`config.mk`:
```
export PLATFORM = sky130hd
export DESIGN_NAME = chaotic_map_pixel_xor_cipher_flat
export DESIGN_NICKNAME = d
export VERILOG_FILES = /design/src/rtl/lmc_pkg.sv /design/src/rtl/lmc_in_if.sv /design/src/rtl/lmc_out_if.sv /design/src/rtl/lmc_regs.sv /design/src/rtl/chaotic_map_pixel_xor_cipher.sv /design/src/flat_wrapper.sv
export SDC_FILE = /design/constraint.sdc
export NUM_CORES = 2
export LEC_CHECK = 0
export BUFFER_PORTS_ARGS = -buffer_cell sky130_fd_sc_hd__buf_2
export CAP_MARGIN = 20
export CORE_ASPECT_RATIO = 1.1
export CORE_MARGIN = 1
export CORE_UTILIZATION = 55
export DETAILED_ROUTE_END_ITERATION = 8
export GPL_TIMING_DRIVEN = 0
export MAX_ROUTING_LAYER = met4
export PLACE_DENSITY = 0.71
export SETUP_SLACK_MARGIN = 0.15
export SLEW_MARGIN = 20
export SYNTH_ARGS = -nofsm -noshare
export SYNTH_HDL_FRONTEND = slang
export SYNTH_SLANG_ARGS = --single-unit
```
`constraint.sdc`:
```
create_clock -name i_clk -period 22.3 [get_ports i_clk]
set_input_delay 3.345 -clock i_clk [delete_from_list [all_inputs] [get_ports i_clk]]
set_output_delay 3.345 -clock i_clk [all_outputs]
set_load 0.03 [all_outputs]
```
`src/rtl/lmc_pkg.sv`:
```
// ----------------------------------------------------------------------------
// lmc_pkg
// shared widths, command codes and register map for the logistic-map cipher
// ----------------------------------------------------------------------------
package lmc_pkg;

    localparam int CMD_W    = 1;
    localparam int SIDX_W   = 4;
    localparam int VAL_W    = 32;
    localparam int PIX_W    = 8;
    localparam int PADDR_W  = 3;
    localparam int PDATA_W  = 32;
    localparam int CFG_W    = 4;
    localparam int GROUP_LEN = 6;

    typedef logic [CMD_W-1:0]   t_cmd;
    typedef logic [SIDX_W-1:0]  t_sidx;
    typedef logic [VAL_W-1:0]   t_val;
    typedef logic [PIX_W-1:0]   t_pix;
    typedef logic [PADDR_W-1:0] t_paddr;
    typedef logic [PDATA_W-1:0] t_pdata;
    typedef logic [CFG_W-1:0]   t_cfg;
    typedef logic [2:0]         t_phase;

    localparam t_cmd CMD_SEED  = 1'b0;
    localparam t_cmd CMD_PIXEL = 1'b1;

    localparam logic REG_START_MAP = 1'b0;

endpackage

```
`src/rtl/lmc_in_if.sv`:
```
// ----------------------------------------------------------------------------
// lmc_in_if
// input channel: seed or pixel transaction with valid/ready handshake
// ----------------------------------------------------------------------------
interface lmc_in_if;
    import lmc_pkg::*;

    logic  valid;
    logic  ready;
    t_cmd  cmd;
    t_sidx seed_index;
    t_val  seed_value;
    t_pix  pixel;

    modport source (output valid, output cmd, output seed_index, output seed_value,
                    output pixel, input ready);
    modport sink   (input valid, input cmd, input seed_index, input seed_value,
                    input pixel, output ready);
endinterface

```
`src/rtl/lmc_out_if.sv`:
```
// ----------------------------------------------------------------------------
// lmc_out_if
// output channel: one ciphered pixel per transaction
// ----------------------------------------------------------------------------
interface lmc_out_if;
    import lmc_pkg::*;

    logic valid;
    logic ready;
    t_pix cipher_pixel;

    modport source (output valid, output cipher_pixel, input ready);
    modport sink   (input valid, input cipher_pixel, output ready);
endinterface

```
`src/rtl/lmc_regs.sv`:
```
// ----------------------------------------------------------------------------
// lmc_regs
// apb register block holding the start map index
// ----------------------------------------------------------------------------
module lmc_regs (
    input  logic            i_clk,
    input  logic            i_rst_n,
    input  logic            psel,
    input  logic            penable,
    input  logic            pwrite,
    input  lmc_pkg::t_paddr paddr,
    input  lmc_pkg::t_pdata pwdata,
    output lmc_pkg::t_pdata prdata,
    output logic            pready,
    output lmc_pkg::t_cfg   o_start_map
);
    import lmc_pkg::*;

    t_cfg r_start_map;
    logic wr_start;

    assign pready   = 1'b1;
    assign wr_start = psel && penable && pwrite && (paddr[2] == REG_START_MAP);

    always_ff @(posedge i_clk) begin
        if (!i_rst_n) begin
            r_start_map <= '0;
        end else if (wr_start) begin
            r_start_map <= pwdata[CFG_W-1:0];
        end
    end

    always_comb begin
        prdata = '0;
        if (paddr[2] == REG_START_MAP) begin
            prdata = {{(PDATA_W-CFG_W){1'b0}}, r_start_map};
        end
    end

    assign o_start_map = r_start_map;
endmodule

```
`src/rtl/chaotic_map_pixel_xor_cipher.sv`:
```
// ----------------------------------------------------------------------------
// chaotic_map_pixel_xor_cipher
// logistic-map pixel xor cipher with map values held in a synchronous memory
// ----------------------------------------------------------------------------
// channel  | dir | handshake              | payload
// i_in     | in  | valid/ready            | cmd, seed_index, seed_value, pixel
// o_out    | out | valid/ready            | cipher_pixel
// apb      | in  | psel/penable, pready=1 | start_map at byte address 0
//
// a seed transaction writes the map memory directly when it is accepted
// a pixel transaction runs through memory read, multiply, saturate, key
// and write-back; the next pixel waits for the write-back of the previous one
// a full output register stalls the key stage until the result is taken
// synchronous reset clears control state; map memory is not cleared
// ----------------------------------------------------------------------------
module chaotic_map_pixel_xor_cipher #(
    parameter int NUM_MAPS = 10
) (
    input  logic            i_clk,
    input  logic            i_rst_n,
    lmc_in_if.sink          i_in,
    lmc_out_if.source       o_out,
    input  logic            psel,
    input  logic            penable,
    input  logic            pwrite,
    input  lmc_pkg::t_paddr paddr,
    input  lmc_pkg::t_pdata pwdata,
    output lmc_pkg::t_pdata prdata,
    output logic            pready
);
    import lmc_pkg::*;

    localparam int MAP_W = (NUM_MAPS > 1) ? $clog2(NUM_MAPS) : 1;

    typedef enum logic [1:0] {S_IDLE, S_MUL, S_SAT, S_KEY} t_state;

    function automatic logic [MAP_W-1:0] f_mod(input logic [7:0] v);
        logic [11:0] rem;
        logic [11:0] dv;
        rem = {4'b0, v};
        for (int j = 7; j >= 0; j--) begin
            dv = 12'(NUM_MAPS) << j;
            if (rem >= dv) begin
                rem = rem - dv;
            end
        end
        return rem[MAP_W-1:0];
    endfunction

    t_cfg start_map;

    lmc_regs u_regs (
        .i_clk      (i_clk),
        .i_rst_n    (i_rst_n),
        .psel       (psel),
        .penable    (penable),
        .pwrite     (pwrite),
        .paddr      (paddr),
        .pwdata     (pwdata),
        .prdata     (prdata),
        .pready     (pready),
        .o_start_map(start_map)
    );

    // map memory
    t_val r_mem [NUM_MAPS];
    t_val r_rd_data;

    t_state           r_state, n_state;
    logic [MAP_W-1:0] r_cur_map, n_cur_map;
    t_phase           r_phase, n_phase;
    logic             r_out_valid, n_out_valid;
    t_pix             r_out_pixel, n_out_pixel;
    t_pix             r_pixel;
    logic [63:0]      r_prod;
    t_val             r_x;
    t_val             r_nx;

    logic             acc;
    logic             seed_acc;
    logic             pix_acc;
    logic             key_load;
    logic             mem_we;
    logic [MAP_W-1:0] mem_wa;
    t_val             mem_wd;
    logic [63:0]      sum;
    t_val             nx;
    logic [39:0]      key_t;
    t_pix             key;

    assign i_in.ready = (r_state == S_IDLE);
    assign acc        = i_in.valid && i_in.ready;
    assign seed_acc   = acc && (i_in.cmd == CMD_SEED);
    assign pix_acc    = acc && (i_in.cmd == CMD_PIXEL);
    assign key_load   = (r_state == S_KEY) && (!r_out_valid || o_out.ready);

    // fixed-point step: x*(2^32-x) = x*~x + x, then >> 30 with saturation
    assign sum   = r_prod + {32'b0, r_x};
    assign nx    = (sum[63:62] != 2'b00) ? '1 : sum[61:30];
    assign key_t = {r_nx, 8'h00} - {8'h00, r_nx};
    assign key   = key_t[39:32];

    always_comb begin
        mem_we = 1'b0;
        mem_wa = r_cur_map;
        mem_wd = r_nx;
        if (seed_acc && ({1'b0, i_in.seed_index} < 5'(NUM_MAPS))) begin
            mem_we = 1'b1;
            mem_wa = i_in.seed_index[MAP_W-1:0];
            mem_wd = i_in.seed_value;
        end else if (key_load) begin
            mem_we = 1'b1;
        end
    end

    always_ff @(posedge i_clk) begin
        if (mem_we) begin
            r_mem[mem_wa] <= mem_wd;
        end
        if (pix_acc) begin
            r_rd_data <= r_mem[r_cur_map];
        end
    end

    // datapath
    always_ff @(posedge i_clk) begin
        if (pix_acc) begin
            r_pixel <= i_in.pixel;
        end
        if (r_state == S_MUL) begin
            r_prod <= {32'b0, r_rd_data} * {32'b0, ~r_rd_data};
            r_x    <= r_rd_data;
        end
        if (r_state == S_SAT) begin
            r_nx <= nx;
        end
    end

    always_comb begin
        n_state     = r_state;
        n_cur_map   = r_cur_map;
        n_phase     = r_phase;
        n_out_valid = r_out_valid && !o_out.ready;
        n_out_pixel = r_out_pixel;
        case (r_state)
            S_IDLE: begin
                if (seed_acc) begin
                    n_cur_map = f_mod({4'b0, start_map});
                    n_phase   = '0;
                end else if (pix_acc) begin
                    n_state = S_MUL;
                end
            end
            S_MUL: n_state = S_SAT;
            S_SAT: n_state = S_KEY;
            S_KEY: begin
                if (key_load) begin
                    n_state     = S_IDLE;
                    n_out_valid = 1'b1;
                    n_out_pixel = r_pixel ^ key;
                    if (r_phase >= 3'(GROUP_LEN - 1)) begin
                        n_phase = '0;
                    end else begin
                        n_phase   = r_phase + 3'd1;
                        n_cur_map = f_mod(key);
                    end
                end
            end
            default: n_state = S_IDLE;
        endcase
    end

    always_ff @(posedge i_clk) begin
        if (!i_rst_n) begin
            r_state     <= S_IDLE;
            r_cur_map   <= '0;
            r_phase     <= '0;
            r_out_valid <= 1'b0;
        end else begin
            r_state     <= n_state;
            r_cur_map   <= n_cur_map;
            r_phase     <= n_phase;
            r_out_valid <= n_out_valid;
        end
        r_out_pixel <= n_out_pixel;
    end

    assign o_out.valid        = r_out_valid;
    assign o_out.cipher_pixel = r_out_pixel;

    a_map_range: assert property (@(posedge i_clk) disable iff (!i_rst_n)
        int'(r_cur_map) < NUM_MAPS)
        else $error("current map index out of range");

    a_phase_range: assert property (@(posedge i_clk) disable iff (!i_rst_n)
        int'(r_phase) < GROUP_LEN)
        else $error("group phase out of range");

    a_pix_start: assert property (@(posedge i_clk) disable iff (!i_rst_n)
        (i_in.valid && i_in.ready && i_in.cmd == CMD_PIXEL) |=> (r_state == S_MUL))
        else $error("pixel transaction did not start the step");

    a_key_done: assert property (@(posedge i_clk) disable iff (!i_rst_n)
        (r_state == S_KEY && (!r_out_valid || o_out.ready))
        |=> (r_state == S_IDLE && r_out_valid))
        else $error("key stage did not deliver a result");
endmodule

```
`src/flat_wrapper.sv`:
```
// flat-port wrapper written by rule: the top's interface ports become plain ports
module chaotic_map_pixel_xor_cipher_flat import lmc_pkg::*;
#(
    parameter int NUM_MAPS = 10
)
  (i_clk, i_rst_n, psel, penable, pwrite, paddr, pwdata, prdata, pready, i_in_valid, i_in_cmd, i_in_seed_index, i_in_seed_value, i_in_pixel, i_in_ready, o_out_valid, o_out_cipher_pixel, o_out_ready);
  lmc_in_if i_in_i ();
  lmc_out_if o_out_i ();
  input  logic i_clk;
  input  logic i_rst_n;
  input  logic psel;
  input  logic penable;
  input  logic pwrite;
  input  lmc_pkg::t_paddr paddr;
  input  lmc_pkg::t_pdata pwdata;
  output lmc_pkg::t_pdata prdata;
  output logic pready;
  input wire logic [$bits(i_in_i.valid)-1:0] i_in_valid;
  input wire logic [$bits(i_in_i.cmd)-1:0] i_in_cmd;
  input wire logic [$bits(i_in_i.seed_index)-1:0] i_in_seed_index;
  input wire logic [$bits(i_in_i.seed_value)-1:0] i_in_seed_value;
  input wire logic [$bits(i_in_i.pixel)-1:0] i_in_pixel;
  output wire logic [$bits(i_in_i.ready)-1:0] i_in_ready;
  output wire logic [$bits(o_out_i.valid)-1:0] o_out_valid;
  output wire logic [$bits(o_out_i.cipher_pixel)-1:0] o_out_cipher_pixel;
  input wire logic [$bits(o_out_i.ready)-1:0] o_out_ready;
  assign i_in_i.valid = i_in_valid;
  assign i_in_i.cmd = i_in_cmd;
  assign i_in_i.seed_index = i_in_seed_index;
  assign i_in_i.seed_value = i_in_seed_value;
  assign i_in_i.pixel = i_in_pixel;
  assign i_in_ready = i_in_i.ready;
  assign o_out_valid = o_out_i.valid;
  assign o_out_cipher_pixel = o_out_i.cipher_pixel;
  assign o_out_i.ready = o_out_ready;
  chaotic_map_pixel_xor_cipher #(.NUM_MAPS(NUM_MAPS)) u_core (.i_clk(i_clk), .i_rst_n(i_rst_n), .i_in(i_in_i), .o_out(o_out_i), .psel(psel), .penable(penable), .pwrite(pwrite), .paddr(paddr), .pwdata(pwdata), .prdata(prdata), .pready(pready));
endmodule
```
; ---- Word level (Yosys, flattened, before mapping)
; Memory sizes are Yosys's and may differ from the RTL's. A register that Yosys moved wholly into a read port is not among the register bits.
; Cells that the tools add are included.
[word_totals]
ff_bits = 158
ram_bits = 320
input_bits = 87
output_inout_bits = 43
word_cells = 99
n_memories = 1
[memory_table]
columns = memory, depth, width, rd, rd_ports_with_merged_regs, wr, line_no
row1 = u_core.r_mem, 10, 32, 1, 1, 1, chaotic_map_pixel_xor_cipher.sv:66  ; t_val r_mem [NUM_MAPS];
[op_classes]
n_addsub = 9
multipliers = 1
order_cmp = 8
n_eq_ne = 8
mux = 39
n_bitwise = 4
reduce_logical = 19
[ops]
columns = operator, count
row1 = 12-bit 2-to-1 mux, 16
row2 = 64-bit by 32-bit adder with 64-bit output, 1
row3 = 32-bit by 32-bit multiplier with 64-bit output, 1
row4 = 40-bit by 32-bit subtractor with 40-bit output, 1
row5 = 32-bit 2-to-1 mux, 1
row6 = 32-bit NOT, 1
row7 = 4-bit 2-to-1 mux, 7
row8 = 12-bit by 4-bit >= comparator with 1-bit output (second input constant), 1
row9 = 12-bit by 5-bit >= comparator with 1-bit output (second input constant), 1
row10 = 12-bit by 6-bit >= comparator with 1-bit output (second input constant), 1
row11 = 12-bit by 7-bit >= comparator with 1-bit output (second input constant), 1
row12 = 12-bit by 5-bit subtractor with 12-bit output (second input constant), 1
row13 = 12-bit by 6-bit subtractor with 12-bit output (second input constant), 1
row14 = 12-bit by 7-bit subtractor with 12-bit output (second input constant), 1
row15 = 1-bit logical AND, 9
row16 = 3-bit 2-to-1 mux, 3
row17 = 8-bit by 8-bit subtractor with 9-bit output (second input constant), 1
row18 = 8-bit >= comparator (second input constant), 1
row19 = 2-bit != test (second input constant), 4
row20 = 2-bit case mux with 4 select lines, 1
row21 = 4-bit case mux with 2 select lines, 1
row22 = 4-bit subtractor (second input constant), 2
row23 = 8-bit XOR, 1
row24 = 1-bit 2-to-1 mux, 6
row25 = 17 further kinds, 24

; ---- Logic depth before layout (Yosys ltp)
[logic_depth]
depth_word = 26
mapped_depth = 37

; ---- Hierarchy
; From an unflattened synthesis, not the netlist that was laid out.
[hier_totals]
hier_cells = 5076
hier_area_um2 = 53830.4
[by_module_without_submodules]
columns = mod, n_inst, cells_each, area_each_um2
row1 = chaotic_map_pixel_xor_cipher, 1, 5022, 53401.2
row2 = lmc_regs, 1, 54, 429.2

; ---- Worst setup path before layout
; OpenSTA, ideal clock, no wires.
[synth_path]
path_type = register to register
from = register u_core.r_rd_data[8], read port of u_core.r_mem
to = register u_core.r_prod[63] (data pin)
setup_ns = 0.260
arrival_ns = 8.694
required_ns = 22.040
slack_ns = 13.346
stages_incl_launch_ff = 36
synth_period_minus_slack_ns = 8.954
path_cell_list = edfxtp_1 clkbuf_1 inv_1 clkbuf_1 buf_1 nand2_1 fa_1 inv_1 fa_1 fa_1 inv_1 fa_1 fa_1 inv_1 fa_1 fa_1 inv_1 fa_1 inv_1 ha_1 a21o_1 a221o_1 a21o_1 a21o_1 a21oi_1 o21a_1 o31ai_1 a221o_1 nand3_1 a31oi_1 a41oi_1 a21oi_1 o31ai_1 o31ai_1 a21oi_1 xnor2_1
[synth_between]
elab_chain_len = 2
[synth_lines]
columns = element, line_no
row1 = "start, declared", chaotic_map_pixel_xor_cipher.sv:67  ; t_val r_rd_data;
row2 = 32-bit NOT, chaotic_map_pixel_xor_cipher.sv:131  ; r_prod <= {32'b0, r_rd_data} * {32'b0, ~r_rd_data};
row3 = 32-bit by 32-bit multiplier with 64-bit output (*), chaotic_map_pixel_xor_cipher.sv:131
row4 = "end signal, assigned", chaotic_map_pixel_xor_cipher.sv:131
row5 = "end, declared", chaotic_map_pixel_xor_cipher.sv:75  ; logic [63:0] r_prod;
; Every way passes the cells marked *; elsewhere a longest branch is shown, timed or not.
; A chain may end at the register's enable or synchronous reset.

; ---- Worst setup path in the final report
[layout_path]
from = register u_core.r_rd_data[20], read port of u_core.r_mem
to = register u_core.r_prod[63] (data pin)
; The elaborated chain is that of the path after synthesis.

==> flow_metrics.tcl <==
set metrics [dict create \
    cts.path.max_buffers 3 \
    globalRoute.totalOverflow 0 \
    clkLatencyLatePin_ns 0.59 \
    final.setup.tns_ns 0 \
    seq_total_area_yosys 0.280 \
    timing_hold_violations_final 0 \
    final_cell_area_sq_um 58100 \
    ctsResizeCount 0 \
    clockRootBuffer "clkbuf_16" \
    ant_nets 0 \
    setup.worst_path.start "u_core.r_rd_data[20]$_DFFE_PP_" \
    cpMostUsedCell "fa_1" \
    fin_util 0.597 \
    area_delta_synth_final_pct 7.50 \
    leading_post_synthesis_cells_by_cell_area "fa_1 (32%), edfxtp_1 (27%), ha_1 (9.3%), inv_1 (7.0%), nand2_1 (5.1%)" \
    cp_data_required_time_ns 22.63 \
    drt-initial-drc-count 3681 \
    timing_worst_setup_path_type "flip-flop to flip-flop" \
    layout_worst_path_cycle_share 0.525 \
    synthesis.instances 5092 \
    die_h_um 331 \
    hpwl_detailed_um 135000 \
    grt_setup_unrepaired "no" \
    place_area_sq_um 56600 \
    design.die.area_sq_um 99600 \
    synth_largest_type_area_fraction 0.317 \
    post-cts-setup-buffers 0 \
    worstSetupEndpointType "flip-flop" \
    route.detailed.wl_per_inst_um 25.6 \
    slew_margin_rel 0.159 \
    placement.io_buffers 70 \
    post_route_cells_drive_above_1_share 0.0650 \
    vias 38400 \
    drcViolationCount 0 \
    initial_utilization 0.555 \
    cts_hold_repair.buffers 0 \
    vias_in_the_first_global_route 40200 \
    finalWirelength_um 168000 \
    critPathMaxStageDelay_ns 0.84 \
    cts.htree.levels 2 \
    postSynthRegisterBits 508 \
    synthesis.yosys.warnings 0 \
    hold_path_startpoint "u_core.r_rd_data[1]$_DFFE_PP_" \
    place.gp.congestion 1.07 \
    critical-path-slowest-cell "clkinv_1" \
    proportion_of_register_bits_with_asynchronous_set_or_reset_after_synthesis 0 \
    synth.avg_cell_area_sq_um 10.6 \
    synthFlopType "edfxtp_1" \
    worstPathArrival_ns 12.03 \
    fp.coreArea_sq_um 97400 \
    layout.cells.non_filler 6578 \
    synth-edff-count 494 \
    numClockSinks 508 \
    max_clock_freq_ghz 0.0854 \
    timing.final.crit_period_ns 11.70 \
    setup_violations 0 \
    worst-path-max-fanout 10 \
    route.detailed.vias_per_inst 5.84 \
    global_route.usage.total 0.361 \
    run_status "complete, no violations" \
    clock_slew_at_reported_path_ffs_ns 0.07 \
    hold_path.class "flip-flop to flip-flop" \
    cts_tree "done" \
    reg_to_reg_slack_setup_ns 10.60 \
    worstMarginPinSlew_ns 1.26 \
    placed_cell_count 6486 \
    synth_area_sq_um 54100 \
    finalClockSkew_ns 0.0217 \
    synthDistinctLibCells 97 \
    start_kind "flip-flop" \
    antenna_found_initial 7 \
    drv_slew 0 \
    num-nets-final 6598 \
    yosysTopAreaCell "fa_1" \
    dieWidth_um 301 \
    num_rows 120 \
    pin_count 130 \
    crit-reg2reg-launch "u_core.r_rd_data[20]$_DFFE_PP_" \
    drv.max_cap_violation_count 0 \
    drtPass1Iterations 6 \
    grt_pass1_wl_um 253000 \
    pin_count_of_the_biggest_net_entering_global_routing 55 \
    cts_inserted_buffers 46 \
]
final timing paths:
check / to / cells past startpoint
worst max-delay path: u_core.r_prod[63]$_DFFE_PN_ / 32
worst min-delay path: u_core.r_x[1]$_DFFE_PN_ / 0
worst max register to register: u_core.r_prod[63]$_DFFE_PN_ / 32
worst min register to register: u_core.r_x[1]$_DFFE_PN_ / 0
layout make-up:
type	count	area [sq um]
timing repair buffer	87	712
clock inverter	30	325
inverter	1024	3840
tap	1281	1600
fill	8076	39300
clock buffer	53	1200
sequential	508	15100
multi-input combinational	3314	34200
buffer	273	1140
antenna	8	20.0
Yosys cell counts (all sizes together), types with 31 or more instances:
cell,n
xnor2,73
ha,400
mux2i,44
o21ai,63
clkbuf,189
edfxtp,494
inv,1015
nand3,31
buf,84
fa,857
a211oi,49
mux2,36
nand2,735
a21o,50
nor2,389
mux4,64
nor2b,53
a21oi,127
sequential cells by signal (all words and copies together), names as in the netlist, 3 cells and up:
name / count
u_core.r_nx: 32
u_core.r_prod: 63
u_core.r_x: 31
u_core.u_regs.o_start_map: 4
u_core.r_pixel: 8
u_core.o_out.cipher_pixel: 8
u_core.r_cur_map: 4
u_core.r_rd_data: 32
u_core.r_mem: 320
u_core.r_phase: 3
worst max-delay path: cells and delay by family, from the launching register on:
kind	cells	cell delay [ns]
flip-flops	1	0.60
XOR/XNOR	1	0.13
adder cells (fa/ha/maj)	9	4.00
buffers and inverters	8	2.61
AO/OA/AOI/OAI	8	2.81
AND/OR/NAND/NOR	6	1.31
layer usage:
metal,track usage,vias up,wire length (um)
met5,-,-,0
met4,0.201,0,12200
met3,0.0783,652,17300
met2,0.559,2242,77000
met1,0.440,19200,61700
li1,-,16300,-
layout by cell type (no fill, tap or decap), types with 50 or more instances in the layout:
cell type	n
inv_1	1008
fa_1	857
nand2_1	735
edfxtp_1	494
ha_1	398
nor2_1	378
clkbuf_1	192
a21oi_1	125
buf_2	72
xnor2_1	71
mux4_2	64
o21ai_0	61
buf_1	53
nor2b_1	53
a21o_1	50
per-stage QoR:
step | hold slack [ns] | setup slack (ns)
after global placement | 0.484 | 10.67
after CTS | 0.516 | 10.81
after detailed placement | 0.504 | 10.88
final | 0.515 | 10.60
after global routing | 0.547 | 10.26
after floorplan | 0.452 | 13.35
cells by family after synthesis:
family,count (synthesis),share of synthesized area
AND/OR/NAND/NOR,1355,0.105
buffers and inverters,1297,0.0921
adder cells (fa/ha/maj),1258,0.410
flip-flops,508,0.280
other,2,0.000139
XOR/XNOR,101,0.0166
AO/OA/AOI/OAI,427,0.0534
multiplexers,144,0.0430
Power is left out: the tool's default activity adds up to more than one toggle a clock period on the data nets, which glitch-free logic cannot reach.
